**src/assert_macros.svh**
```systemverilog
// Assertion shorthands, clocked on clk and held off while rst is high.
`ifndef ASSERT_MACROS_SVH
`define ASSERT_MACROS_SVH

// expr must hold at every edge
`define CHK_HOLDS(lbl, expr, msg) \
  lbl: assert property (@(posedge clk) disable iff (rst) (expr)) else $error(msg);

// cons must hold at the edge after ante
`define CHK_NEXT(lbl, ante, cons, msg) \
  lbl: assert property (@(posedge clk) disable iff (rst) (ante) |=> (cons)) else $error(msg);

`endif

```
**src/pds_pkg.sv**
```systemverilog
package pds_pkg;

  localparam int SUM_W     = 25;   // integral magnitude never exceeds a 24 bit limit
  localparam int GAIN_W    = 16;
  localparam int LIM_W     = 24;
  localparam int TOL_W     = 16;
  localparam int SPD_W     = 15;
  localparam int OUT_W     = 16;
  localparam int COEF_W    = 22;   // multiplier coefficient port, signed
  localparam int CFG_IDX_W = 3;
  localparam int RND_SHIFT = 16;
  localparam int PID_SHIFT = 8;
  localparam int DEADBAND  = 256;  // 1 degree in 1/256 degree

  // wheel travel per encoder turn, Q16
  localparam logic signed [COEF_W-1:0] WHEEL_Q16 = 22'sd1115224;

  localparam logic [TOL_W-1:0] TOL_RESET = 16'd256;
  localparam logic [SPD_W-1:0] MAX_RESET = 15'd25600;

  localparam logic CMD_START  = 1'b0;
  localparam logic CMD_SAMPLE = 1'b1;

  typedef enum logic [CFG_IDX_W-1:0] {
    CFG_PROP_GAIN,
    CFG_INTEGRAL_GAIN,
    CFG_DERIVATIVE_GAIN,
    CFG_INTEGRAL_LIMIT,
    CFG_STOP_TOLERANCE,
    CFG_MAX_SPEED,
    CFG_MIN_SPEED,
    CFG_GOAL_DISTANCE
  } cfg_idx_t;

  typedef enum logic [3:0] {
    ST_IDLE,
    ST_DIST,
    ST_RND,
    ST_ERR,
    ST_INT,
    ST_MP,
    ST_MI,
    ST_MD,
    ST_ACC,
    ST_SPD,
    ST_RES,
    ST_EMIT
  } step_t;

  typedef enum logic [1:0] {
    MUL_WHEEL,
    MUL_PROP,
    MUL_INT,
    MUL_DERIV
  } mul_op_t;

  typedef struct packed {
    logic    in_ready;
    logic    mul_en;
    mul_op_t mul_op;
    logic    dist_en;
    logic    err_en;
    logic    int_en;
    logic    acc_first;
    logic    acc_add;
    logic    speed_en;
    logic    res_en;
    logic    out_load;
  } ctrl_t;

  typedef struct packed {
    logic in_valid;
    logic in_cmd;
    logic moving;
    logic err_in_tol;
    logic out_free;
  } stat_t;

  typedef struct packed {
    logic [GAIN_W-1:0] prop_gain;
    logic [GAIN_W-1:0] integral_gain;
    logic [GAIN_W-1:0] derivative_gain;
    logic [LIM_W-1:0]  integral_limit;
    logic [TOL_W-1:0]  stop_tolerance;
    logic [SPD_W-1:0]  max_speed;
    logic [SPD_W-1:0]  min_speed;
  } cfg_t;

endpackage

```
**src/pds_in_if.sv**
```systemverilog
interface pds_in_if #(
  parameter int W = 24
);
  logic                valid;
  logic                ready;
  logic                command;
  logic signed [W-1:0] encoder_position;
  logic signed [W-1:0] heading;

  modport source (output valid, command, encoder_position, heading, input ready);
  modport sink   (input valid, command, encoder_position, heading, output ready);
endinterface

```
**src/pds_out_if.sv**
```systemverilog
interface pds_out_if;
  logic               valid;
  logic               ready;
  logic signed [15:0] left_speed;
  logic signed [15:0] right_speed;
  logic               brake;
  logic               done_res;

  modport source (output valid, left_speed, right_speed, brake, done_res, input ready);
  modport sink   (input valid, left_speed, right_speed, brake, done_res, output ready);
endinterface

```
**src/pid_drive_step_top.sv**
```systemverilog
// Straight-drive PID step with integral clamp and heading trim. A start item
// (command 0) clears the integral, loads the last error with goal_distance
// and arms the move; if the goal is already within stop_tolerance it answers
// brake and done at once. A sample item (command 1) turns the encoder position
// into distance (x 3.25*5/3*pi inch per turn, rounded half up), forms the
// error, updates the clamped integral and derivative, and returns the PID sum
// forced into [min_speed, max_speed] by magnitude with half the heading
// (deadband under 1 degree) taken off the left and added to the right. Timing:
// one item at a time. A start item, or a sample with no move armed, goes from
// acceptance straight to the emit step; a live sample is walked by the
// sequencer through one shared multiplier for the wheel scale and the three
// gain products, or leaves after the integral update when it ends the move.
// The next item is taken as soon as the result is handed to the output
// register, so a result left waiting downstream does not hold up input.
// Configuration is taken at any edge with cfg_write high; write only when idle.
`include "assert_macros.svh"

module pid_drive_step_top
  import pds_pkg::*;
#(
  parameter int POSITION_WIDTH = 24
) (
  input  logic                 clk,
  input  logic                 rst,
  input  logic                 cfg_write,
  input  logic [CFG_IDX_W-1:0] cfg_index,
  input  logic [((POSITION_WIDTH > LIM_W) ? POSITION_WIDTH : LIM_W)-1:0] cfg_data,
  pds_in_if.sink               in_ch,
  pds_out_if.source            out_ch
);

  localparam int PW  = POSITION_WIDTH;
  localparam int CW  = (PW > LIM_W) ? PW : LIM_W;
  localparam int EW  = PW + 1;                         // error, last error
  localparam int DW  = EW + 1;                         // derivative, wide compares
  localparam int MW  = (DW > SUM_W) ? DW : SUM_W;      // multiplier data operand
  localparam int PRW = MW + COEF_W;                    // product, accumulator
  localparam int TW  = PRW - PID_SHIFT;                // PID sum after scaling
  localparam int SX  = ((EW > SUM_W) ? EW : SUM_W) + 2; // integral update
  localparam int HW  = PW + 2;                         // speed plus heading trim

  localparam logic signed [EW-1:0]    EMAX = {1'b0, {(EW-1){1'b1}}};
  localparam logic signed [EW-1:0]    EMIN = {1'b1, {(EW-1){1'b0}}};
  localparam logic signed [OUT_W-1:0] OMAX = {1'b0, {(OUT_W-1){1'b1}}};
  localparam logic signed [OUT_W-1:0] OMIN = {1'b1, {(OUT_W-1){1'b0}}};
  localparam logic signed [PRW-1:0]   RND_HALF =
    $signed({{(PRW-RND_SHIFT){1'b0}}, 1'b1, {(RND_SHIFT-1){1'b0}}});
  localparam logic signed [PW-1:0]    DB_POS = PW'(DEADBAND);
  localparam logic signed [PW-1:0]    DB_NEG = -DB_POS;

  // --- configuration -------------------------------------------------------
  cfg_t                 cfg;
  logic signed [PW-1:0] goal;

  pds_cfg #(
    .PW (PW),
    .CW (CW)
  ) u_cfg (
    .clk           (clk),
    .rst           (rst),
    .cfg_write     (cfg_write),
    .cfg_index     (cfg_index),
    .cfg_data      (cfg_data),
    .cfg           (cfg),
    .goal_distance (goal)
  );

  // --- sequencer -----------------------------------------------------------
  ctrl_t ctrl;
  stat_t stat;
  logic  accept;

  // --- state and working registers ----------------------------------------
  logic                     moving;
  logic signed [SUM_W-1:0]  error_sum;
  logic signed [EW-1:0]     prev_err;
  logic signed [PW-1:0]     pos_q;
  logic signed [PW-1:0]     head_q;
  logic signed [EW-1:0]     travel;
  logic signed [EW-1:0]     err;
  logic signed [DW-1:0]     deriv;
  logic signed [PRW-1:0]    acc;
  logic signed [OUT_W-1:0]  speed;
  logic signed [OUT_W-1:0]  res_left;
  logic signed [OUT_W-1:0]  res_right;
  logic                     res_stop;
  logic                     out_valid;
  logic signed [OUT_W-1:0]  out_left;
  logic signed [OUT_W-1:0]  out_right;
  logic                     out_stop;

  assign accept = in_ch.valid && ctrl.in_ready;

  assign stat.in_valid   = in_ch.valid;
  assign stat.in_cmd     = in_ch.command;
  assign stat.moving     = moving;
  assign stat.out_free   = !out_valid || out_ch.ready;

  pds_seq u_seq (
    .clk  (clk),
    .rst  (rst),
    .stat (stat),
    .ctrl (ctrl)
  );

  // --- shared multiplier ---------------------------------------------------
  logic signed [MW-1:0]     mul_a;
  logic signed [COEF_W-1:0] mul_b;
  logic signed [PRW-1:0]    prod;

  always_comb begin
    unique case (ctrl.mul_op)
      MUL_WHEEL: begin
        mul_a = MW'(pos_q);
        mul_b = WHEEL_Q16;
      end
      MUL_PROP: begin
        mul_a = MW'(err);
        mul_b = $signed({{(COEF_W-GAIN_W){1'b0}}, cfg.prop_gain});
      end
      MUL_INT: begin
        mul_a = MW'(error_sum);
        mul_b = $signed({{(COEF_W-GAIN_W){1'b0}}, cfg.integral_gain});
      end
      MUL_DERIV: begin
        mul_a = MW'(deriv);
        mul_b = $signed({{(COEF_W-GAIN_W){1'b0}}, cfg.derivative_gain});
      end
      default: begin
        mul_a = '0;
        mul_b = '0;
      end
    endcase
  end

  pds_mul #(
    .AW (MW),
    .BW (COEF_W)
  ) u_mul (
    .clk  (clk),
    .en   (ctrl.mul_en),
    .a    (mul_a),
    .b    (mul_b),
    .prod (prod)
  );

  // --- distance: round half up, drop 16 fraction bits, saturate -------------
  logic signed [PRW-1:0] rnd_sum;
  logic signed [PRW-1:0] dist_full;
  logic                  dist_fits;
  logic signed [EW-1:0]  dist_sat;

  assign rnd_sum   = prod + RND_HALF;
  assign dist_full = rnd_sum >>> RND_SHIFT;
  assign dist_fits = (&dist_full[PRW-1:EW-1]) | ~(|dist_full[PRW-1:EW-1]);
  assign dist_sat  = dist_fits ? dist_full[EW-1:0] : (dist_full[PRW-1] ? EMIN : EMAX);

  // --- error and tolerance ------------------------------------------------
  logic signed [DW-1:0] err_full;
  logic                 err_fits;
  logic signed [EW-1:0] err_sat;
  logic signed [DW-1:0] tol_s;
  logic signed [DW-1:0] err_x;
  logic signed [DW-1:0] goal_x;
  logic                 goal_big;

  assign err_full = DW'(goal) - DW'(travel);
  assign err_fits = (&err_full[DW-1:EW-1]) | ~(|err_full[DW-1:EW-1]);
  assign err_sat  = err_fits ? err_full[EW-1:0] : (err_full[DW-1] ? EMIN : EMAX);

  assign tol_s           = $signed({{(DW-TOL_W){1'b0}}, cfg.stop_tolerance});
  assign err_x           = DW'(err);
  assign stat.err_in_tol = (err_x <= tol_s) && (err_x >= -tol_s);
  assign goal_x          = DW'(goal);
  assign goal_big        = (goal_x > tol_s) || (goal_x < -tol_s);

  // --- integral clamp and derivative ---------------------------------------
  logic signed [SX-1:0]    sum_raw;
  logic signed [SX-1:0]    lim_s;
  logic signed [SX-1:0]    sum_clamp;
  logic signed [DW-1:0]    deriv_next;

  assign sum_raw = SX'(error_sum) + SX'(err);
  assign lim_s   = $signed({{(SX-LIM_W){1'b0}}, cfg.integral_limit});

  always_comb begin
    priority if (sum_raw > lim_s) begin
      sum_clamp = lim_s;
    end else if (sum_raw < -lim_s) begin
      sum_clamp = -lim_s;
    end else begin
      sum_clamp = sum_raw;
    end
  end

  assign deriv_next = DW'(err) - DW'(prev_err);

  // --- speed band: max test first, a zero sum stays zero --------------------
  logic signed [TW-1:0]    total;
  logic signed [TW-1:0]    max_s;
  logic signed [TW-1:0]    min_s;
  logic signed [OUT_W-1:0] speed_next;

  assign total = acc[PRW-1:PID_SHIFT];
  assign max_s = $signed({{(TW-SPD_W){1'b0}}, cfg.max_speed});
  assign min_s = $signed({{(TW-SPD_W){1'b0}}, cfg.min_speed});

  always_comb begin
    priority if (total > max_s) begin
      speed_next = OUT_W'(max_s);
    end else if (total < -max_s) begin
      speed_next = OUT_W'(-max_s);
    end else if (total > 0 && total < min_s) begin
      speed_next = OUT_W'(min_s);
    end else if (total < 0 && total > -min_s) begin
      speed_next = OUT_W'(-min_s);
    end else begin
      speed_next = OUT_W'(total);
    end
  end

  // --- heading trim and side saturation ------------------------------------
  logic signed [PW-1:0] head_db;
  logic signed [PW-1:0] half;
  logic signed [HW-1:0] left_full;
  logic signed [HW-1:0] right_full;
  logic                 left_fits;
  logic                 right_fits;
  logic signed [OUT_W-1:0] left_sat;
  logic signed [OUT_W-1:0] right_sat;

  assign head_db    = (head_q > DB_NEG && head_q < DB_POS) ? '0 : head_q;
  assign half       = head_db >>> 1;
  assign left_full  = HW'(speed) - HW'(half);
  assign right_full = HW'(speed) + HW'(half);
  assign left_fits  = (&left_full[HW-1:OUT_W-1]) | ~(|left_full[HW-1:OUT_W-1]);
  assign right_fits = (&right_full[HW-1:OUT_W-1]) | ~(|right_full[HW-1:OUT_W-1]);
  assign left_sat   = left_fits ? left_full[OUT_W-1:0] :
                      (left_full[HW-1] ? OMIN : OMAX);
  assign right_sat  = right_fits ? right_full[OUT_W-1:0] :
                      (right_full[HW-1] ? OMIN : OMAX);

  // --- control state -------------------------------------------------------
  always_ff @(posedge clk) begin
    if (rst) begin
      moving    <= 1'b0;
      error_sum <= '0;
      prev_err  <= '0;
      out_valid <= 1'b0;
    end else begin
      if (accept && in_ch.command == CMD_START) begin
        error_sum <= '0;
        prev_err  <= EW'(goal);
        moving    <= goal_big;
      end
      if (ctrl.int_en) begin
        error_sum <= sum_clamp[SUM_W-1:0];
        prev_err  <= err;
        if (stat.err_in_tol) begin
          moving <= 1'b0;
        end
      end
      if (ctrl.out_load) begin
        out_valid <= 1'b1;
      end else if (out_ch.ready) begin
        out_valid <= 1'b0;
      end
    end
  end

  // --- datapath registers --------------------------------------------------
  always_ff @(posedge clk) begin
    if (accept) begin
      pos_q     <= in_ch.encoder_position;
      head_q    <= in_ch.heading;
      res_left  <= '0;
      res_right <= '0;
      // start: stop only if the goal is already met; idle sample: stop
      res_stop  <= (in_ch.command == CMD_START) ? !goal_big : 1'b1;
    end
    if (ctrl.dist_en) begin
      travel <= dist_sat;
    end
    if (ctrl.err_en) begin
      err <= err_sat;
    end
    if (ctrl.int_en) begin
      deriv <= deriv_next;
      if (stat.err_in_tol) begin
        res_left  <= '0;
        res_right <= '0;
        res_stop  <= 1'b1;
      end
    end
    if (ctrl.acc_first) begin
      acc <= prod;
    end else if (ctrl.acc_add) begin
      acc <= acc + prod;
    end
    if (ctrl.speed_en) begin
      speed <= speed_next;
    end
    if (ctrl.res_en) begin
      res_left  <= left_sat;
      res_right <= right_sat;
      res_stop  <= 1'b0;
    end
    if (ctrl.out_load) begin
      out_left  <= res_left;
      out_right <= res_right;
      out_stop  <= res_stop;
    end
  end

  assign in_ch.ready        = ctrl.in_ready;
  assign out_ch.valid       = out_valid;
  assign out_ch.left_speed  = out_left;
  assign out_ch.right_speed = out_right;
  assign out_ch.brake       = out_stop;
  assign out_ch.done_res    = out_stop;

  // --- checks --------------------------------------------------------------
  `CHK_NEXT(a_busy_after_accept, accept, !in_ch.ready, "item taken while busy")
  `CHK_HOLDS(a_stop_zero_speed,
             !(out_valid && out_stop) || (out_left == '0 && out_right == '0),
             "brake with nonzero speed")
  `CHK_NEXT(a_done_disarms, ctrl.int_en && stat.err_in_tol, !moving,
            "move still armed after reaching tolerance")
  `CHK_NEXT(a_integral_clamped, ctrl.int_en,
            (SX'(error_sum) <= lim_s) && (SX'(error_sum) >= -lim_s),
            "integral outside its limit")

endmodule

```
**src/pds_cfg.sv**
```systemverilog
module pds_cfg
  import pds_pkg::*;
#(
  parameter int PW = 24,
  parameter int CW = 24
) (
  input  logic                 clk,
  input  logic                 rst,
  input  logic                 cfg_write,
  input  logic [CFG_IDX_W-1:0] cfg_index,
  input  logic [CW-1:0]        cfg_data,
  output cfg_t                 cfg,
  output logic signed [PW-1:0] goal_distance
);

  cfg_idx_t idx;
  assign idx = cfg_idx_t'(cfg_index);

  always_ff @(posedge clk) begin
    if (rst) begin
      cfg.prop_gain       <= '0;
      cfg.integral_gain   <= '0;
      cfg.derivative_gain <= '0;
      cfg.integral_limit  <= '0;
      cfg.stop_tolerance  <= TOL_RESET;
      cfg.max_speed       <= MAX_RESET;
      cfg.min_speed       <= '0;
      goal_distance       <= '0;
    end else if (cfg_write) begin
      unique case (idx)
        CFG_PROP_GAIN:       cfg.prop_gain       <= cfg_data[GAIN_W-1:0];
        CFG_INTEGRAL_GAIN:   cfg.integral_gain   <= cfg_data[GAIN_W-1:0];
        CFG_DERIVATIVE_GAIN: cfg.derivative_gain <= cfg_data[GAIN_W-1:0];
        CFG_INTEGRAL_LIMIT:  cfg.integral_limit  <= cfg_data[LIM_W-1:0];
        CFG_STOP_TOLERANCE:  cfg.stop_tolerance  <= cfg_data[TOL_W-1:0];
        CFG_MAX_SPEED:       cfg.max_speed       <= cfg_data[SPD_W-1:0];
        CFG_MIN_SPEED:       cfg.min_speed       <= cfg_data[SPD_W-1:0];
        CFG_GOAL_DISTANCE:   goal_distance       <= $signed(cfg_data[PW-1:0]);
      endcase
    end
  end

endmodule

```
**src/pds_mul.sv**
```systemverilog
// Shared signed multiplier, product registered.
module pds_mul #(
  parameter int AW = 25,
  parameter int BW = 22
) (
  input  logic                    clk,
  input  logic                    en,
  input  logic signed [AW-1:0]    a,
  input  logic signed [BW-1:0]    b,
  output logic signed [AW+BW-1:0] prod
);

  always_ff @(posedge clk) begin
    if (en) begin
      prod <= (AW+BW)'(a) * (AW+BW)'(b);
    end
  end

endmodule

```
**src/pds_seq.sv**
```systemverilog
module pds_seq
  import pds_pkg::*;
(
  input  logic  clk,
  input  logic  rst,
  input  stat_t stat,
  output ctrl_t ctrl
);

  step_t step, step_next;

  always_ff @(posedge clk) begin
    if (rst) begin
      step <= ST_IDLE;
    end else begin
      step <= step_next;
    end
  end

  always_comb begin
    ctrl      = '0;
    ctrl.mul_op = MUL_WHEEL;
    step_next = step;
    unique case (step)
      ST_IDLE: begin
        ctrl.in_ready = 1'b1;
        if (stat.in_valid) begin
          // start items and samples with no move armed answer at once
          if (stat.in_cmd == CMD_START || !stat.moving) begin
            step_next = ST_EMIT;
          end else begin
            step_next = ST_DIST;
          end
        end
      end
      ST_DIST: begin
        ctrl.mul_en = 1'b1;
        ctrl.mul_op = MUL_WHEEL;
        step_next   = ST_RND;
      end
      ST_RND: begin
        ctrl.dist_en = 1'b1;
        step_next    = ST_ERR;
      end
      ST_ERR: begin
        ctrl.err_en = 1'b1;
        step_next   = ST_INT;
      end
      ST_INT: begin
        ctrl.int_en = 1'b1;
        step_next   = stat.err_in_tol ? ST_EMIT : ST_MP;
      end
      ST_MP: begin
        ctrl.mul_en = 1'b1;
        ctrl.mul_op = MUL_PROP;
        step_next   = ST_MI;
      end
      ST_MI: begin
        ctrl.acc_first = 1'b1;
        ctrl.mul_en    = 1'b1;
        ctrl.mul_op    = MUL_INT;
        step_next      = ST_MD;
      end
      ST_MD: begin
        ctrl.acc_add = 1'b1;
        ctrl.mul_en  = 1'b1;
        ctrl.mul_op  = MUL_DERIV;
        step_next    = ST_ACC;
      end
      ST_ACC: begin
        ctrl.acc_add = 1'b1;
        step_next    = ST_SPD;
      end
      ST_SPD: begin
        ctrl.speed_en = 1'b1;
        step_next     = ST_RES;
      end
      ST_RES: begin
        ctrl.res_en = 1'b1;
        step_next   = ST_EMIT;
      end
      ST_EMIT: begin
        if (stat.out_free) begin
          ctrl.out_load = 1'b1;
          step_next     = ST_IDLE;
        end
      end
      default: begin
        step_next = ST_IDLE;
      end
    endcase
  end

endmodule
```
**src/flat_wrapper.sv**
```systemverilog
// flat-port wrapper written by rule: the top's interface ports become plain ports
module pid_drive_step_top_flat import pds_pkg::*;
#(
  parameter int POSITION_WIDTH = 24
)
  (clk, rst, cfg_write, cfg_index, cfg_data, in_ch_valid, in_ch_command, in_ch_encoder_position, in_ch_heading, in_ch_ready, out_ch_valid, out_ch_left_speed, out_ch_right_speed, out_ch_brake, out_ch_done_res, out_ch_ready);
  pds_in_if in_ch_i ();
  pds_out_if out_ch_i ();
  input  logic clk;
  input  logic rst;
  input  logic cfg_write;
  input  logic [CFG_IDX_W-1:0] cfg_index;
  input  logic [((POSITION_WIDTH > LIM_W) ? POSITION_WIDTH : LIM_W)-1:0] cfg_data;
  input wire logic [$bits(in_ch_i.valid)-1:0] in_ch_valid;
  input wire logic [$bits(in_ch_i.command)-1:0] in_ch_command;
  input wire logic [$bits(in_ch_i.encoder_position)-1:0] in_ch_encoder_position;
  input wire logic [$bits(in_ch_i.heading)-1:0] in_ch_heading;
  output wire logic [$bits(in_ch_i.ready)-1:0] in_ch_ready;
  output wire logic [$bits(out_ch_i.valid)-1:0] out_ch_valid;
  output wire logic [$bits(out_ch_i.left_speed)-1:0] out_ch_left_speed;
  output wire logic [$bits(out_ch_i.right_speed)-1:0] out_ch_right_speed;
  output wire logic [$bits(out_ch_i.brake)-1:0] out_ch_brake;
  output wire logic [$bits(out_ch_i.done_res)-1:0] out_ch_done_res;
  input wire logic [$bits(out_ch_i.ready)-1:0] out_ch_ready;
  assign in_ch_i.valid = in_ch_valid;
  assign in_ch_i.command = in_ch_command;
  assign in_ch_i.encoder_position = in_ch_encoder_position;
  assign in_ch_i.heading = in_ch_heading;
  assign in_ch_ready = in_ch_i.ready;
  assign out_ch_valid = out_ch_i.valid;
  assign out_ch_left_speed = out_ch_i.left_speed;
  assign out_ch_right_speed = out_ch_i.right_speed;
  assign out_ch_brake = out_ch_i.brake;
  assign out_ch_done_res = out_ch_i.done_res;
  assign out_ch_i.ready = out_ch_ready;
  pid_drive_step_top #(.POSITION_WIDTH(POSITION_WIDTH)) u_core (.clk(clk), .rst(rst), .cfg_write(cfg_write), .cfg_index(cfg_index), .cfg_data(cfg_data), .in_ch(in_ch_i), .out_ch(out_ch_i));
endmodule
```
**config.mk**
```make
export PLATFORM = sky130hd
export DESIGN_NAME = pid_drive_step_top_flat
export DESIGN_NICKNAME = d
export VERILOG_FILES = /design/src/pds_pkg.sv /design/src/pds_in_if.sv /design/src/pds_out_if.sv /design/src/pid_drive_step_top.sv /design/src/pds_cfg.sv /design/src/pds_mul.sv /design/src/pds_seq.sv /design/src/flat_wrapper.sv
export VERILOG_INCLUDE_DIRS = /design/src /design/src/src
export SDC_FILE = /design/constraint.sdc
export NUM_CORES = 2
export LEC_CHECK = 0
export BUFFER_PORTS_ARGS = -buffer_cell sky130_fd_sc_hd__buf_2
export CORE_UTILIZATION = 30
export DETAILED_ROUTE_END_ITERATION = 8
export PLACE_DENSITY = 0.51
export SYNTH_ARGS = -nofsm -noshare
export SYNTH_HDL_FRONTEND = slang
export SYNTH_HIERARCHICAL = 1
export SYNTH_SLANG_ARGS = --single-unit
```
**constraint.sdc**
```tcl
create_clock -name clk -period 19.75 [get_ports clk]
set_clock_uncertainty 0.05 [all_clocks]
set_input_delay 0.9875 -clock clk [delete_from_list [all_inputs] [get_ports clk]]
set_output_delay 0.9875 -clock clk [all_outputs]
set_load 0.01 [all_outputs]
```
==> summary.md <==
| Metric | Value |
|---|---|
| Status | `complete, no violations` |
| Syn avg cell area | `9.27 sq um` |
| Synth Warn # | `6` |
| Layout cell share with drive strength beyond 1 | `7.05%` |
| R2R Path Start | `u_core/u_seq/step[2]$_SDFFE_PP0P_` |
| Syn-to-layout area delta | `9.59%` |
| RSZ-0062 raised after global routing | `false` |
| Mapped Area | `57,700 sq um` |
| Synth top area share | `20.4%` |
| Hold slack | `384 ps` |
| HPWL after DPL | `137,000 um` |
| Post_cts resized | `0` |
| Crit Path Max Fanout | `46` |
| CP required | `20,090 ps` |
| CTS tree | `done` |
| Core Region | `191,000 sq um` |
| Top-count cell post-synth | `inv_1` |
| Crit path DAT | `roughly 11,000 ps` |
| Path type of the worst min-delay path | `register to register` |
| Fin crit period | `a little over 10,000 ps` |
| Tot GR Track Use | `17.8%` |
| MaxCap Viol Count | `0` |
| Met2 Track Usage GR | `29.3%` |
| Crit. End Element | `register` |
| Final worst path period share | `51.7%` |
| Die span in y | `441 um` |
| Async S/R FF share, synth | `0%` |
| H-tree depth | `2` |
| Fmax | `98.0 MHz` |
| Register Area | `around 13,000 sq um` |
| Clk root buf | `clkbuf_16` |
| GR Layer Usage met3 | `between 2 and 3%` |
| GR Util met1 | `about 25%` |
| WL per Instance | `around 20 um` |
| DRT Pass-1 Iters | `5` |
| Total grt overflow | `0` |
| Num CTS Buffers | `60` |
| CTS clk-pin slew, worst paths | `about 60 ps` |
| Yosys reg bits | `500` |
| Max-slew headroom | `16.9%` |
| Hold Crit Endpoint | `u_core/out_ch.left_speed[9]$_DFFE_PP_` |
| Inst Count DP | `8,693` |
| Place WS | `9420 ps` |
| Crit path kind | `register to register` |
| First-pass GRT wire length | `269,000 um` |
| First DRT Iteration DRCs | `between 2,000 and 3,000` |
| Number of buffers added on ports | `116` |
| Startpoint Class | `register` |
| Fillcell total | `19,700` |
| Number of enable flip-flop cells after synthesis | `269` |
| Hold Vio Cnt, Final | `0` |
| Synth area leaders | `fa_1, edfxtp_1, ha_1` |
| FF-to-FF path depth | `26` |
| Reg2reg end | `u_core/u_mul/prod[44]$_DFFE_PP_` |
| Chip Width | `441 um` |
| Worst-Margin Slew | `~1200 ps` |
| Hold Buf Count CTS | `0` |
| IO Pins | `117` |
| Vias in the first global route | `approximately 44,000` |
| Slew Limit Fails | `0` |
| Fin worst setup slack | `around 9500 ps` |
| Worst reg2reg setup slack | `9540 ps` |
| Final #Nets | `approximately 7,500` |
| Cell variety after synth | `115` |
| Initial Util | `30.3%` |
| Area leader, netlist | `fa_1` |
| Clock Latency Late Sink | `between 700 and 800 ps` |
| Sequential area share after synthesis | `22.0%` |
| Die area | `194,000 sq um` |
| Top Usage Layer GRT | `met2` |
| Rows | `160` |
| Worst hold path startpoint | `u_core/res_left[9]$_DFF_P_` |
| Setup TNS | `0 ps` |
| DR vias/cell | `a little over 5` |
| Post-CTS setup buffer count | `0` |
| CTS sink count | `500` |
| Clock buffer depth | `3` |
| Multi-input gate area | `41,000 sq um` |
| Fin cells | `8,808` |
| DRC errors left | `0` |
| # setup viols final | `0` |
| Via Count | `44,400` |
| Synth top cells by count | `inv_1, nand2_1, fa_1` |
| Cell count after synthesis | `just over 6,000` |
| Antenna violations before repair | `6` |
| Synth Flop Type | `edfxtp_1` |
| DRT Wirelength | `approximately 170,000 um` |
| Pin count of the biggest net entering global routing | `81` |
| Routed Antenna Nets | `0` |
| Hold Path Depth | `0` |
| Routability cong. | `0.907` |
## metal layers
layer / up-vias / part of all wire, % / wire length [um]
met5: - / 0 / 0
met4: 0 / 1.7 / 3040
met3: 164 / 5.2 / 9110
met2: 1002 / 46 / 80300
met1: 22100 / 47 / 82400
li1: 21100 / - / -
## area by class of cell
class	count	share of cell area, %
clock buffer	86	2.82
timing repair buffer	202	1.94
tap	2511	4.96
multi-input combinational	4654	64.8
antenna	1	0.00395
inverter	826	4.90
sequential	500	20.1
clock inverter	28	0.492
## worst max-delay path by stage
stage                                           start                              end  slack, ps  depth (start not counted)
finish              u_core/u_seq/step[2]$_SDFFE_PP0P_  u_core/u_mul/prod[44]$_DFFE_PP_       9540                         26
global route        u_core/u_seq/step[2]$_SDFFE_PP0P_  u_core/u_mul/prod[44]$_DFFE_PP_       8790                         26
CTS                 u_core/u_seq/step[2]$_SDFFE_PP0P_  u_core/u_mul/prod[44]$_DFFE_PP_       9400                         26
detailed placement  u_core/u_seq/step[2]$_SDFFE_PP0P_  u_core/u_mul/prod[44]$_DFFE_PP_       9420                         26
global placement    u_core/u_seq/step[2]$_SDFFE_PP0P_  u_core/u_mul/prod[44]$_DFFE_PP_       9580                         26
floorplan           u_core/u_seq/step[2]$_SDFFE_PP0P_  u_core/u_mul/prod[44]$_DFFE_PP_      10620                         31
## placed cells by master (no fill, tap or decap), types with 194 or more instances in the layout
master,netlist,routed
nand2_1,627,627
inv_1,826,826
o21ai_0,215,215
xnor2_1,195,194
nor2_1,249,244
a21oi_1,307,299
edfxtp_1,269,269
mux2i_1,210,210
dfxtp_1,231,231
ha_1,558,558
nand2b_1,211,211
and2_1,244,243
fa_1,587,587
## cells by family (layout without fill, tap and decap cells)
group | count (synthesis) | after routing | synth area share [%]
and+or+nand+nor | 1852 | 1852 | 16.3
adders and majority gates | 1146 | 1146 | 32.5
buffers and inverters | 1107 | 1142 | 7.45
AOI/OAI and AO/OA | 1091 | 1091 | 12.5
DFF | 500 | 500 | 22.0
xor gates and xnor gates | 270 | 270 | 4.11
muxes | 264 | 264 | 5.16
other | 1 | 32 | 0.00649
## through the flow
stage / util [%] / instance area (sq um)
5_1_grt: 33.2 / 63300
6_report: 33.2 / 63300
4_1_cts: 33.2 / 63300
3_3_place_gp: 32.1 / 61200
2_1_floorplan: - / 57900
3_5_place_dp: 32.1 / 61200
## worst max-delay path, stage by stage (launching register included)
cell	delay, ps
dfxtp_1	580
nand2b_1	330
nor2_4	150
buf_4	640
mux2_2	290
nor2_1	60
a21oi_2	810
nand2_1	230
inv_1	190
fa_1	480
fa_1	860
inv_1	200
fa_1	510
inv_1	490
fa_1	530
fa_1	480
fa_1	520
fa_1	500
ha_1	380
a21o_1	200
a21o_1	170
a21o_1	190
a21oi_1	140
nor2b_1	70
a211o_1	270
and4_1	210
or3_1	360
## sequential cells by signal, indices dropped and copies added, names as in the netlist, 4 cells and up
signal,count
u_core/u_mul/prod,48
u_core/error_sum,25
u_core/err,25
u_core/deriv,26
u_core/u_seq/step,4
u_core/out_ch.left_speed,16
u_core/prev_err,25
u_core/u_cfg/goal_distance,24
u_core/pos_q,24
u_core/res_left,16
u_core/u_cfg/cfg,118
u_core/travel,25
u_core/acc,48
u_core/head_q,24
u_core/res_right,16
u_core/out_ch.right_speed,16
u_core/speed,16
Power is left out: the tool's default activity adds up to more than one toggle a clock period on the data nets, which glitch-free logic cannot reach.
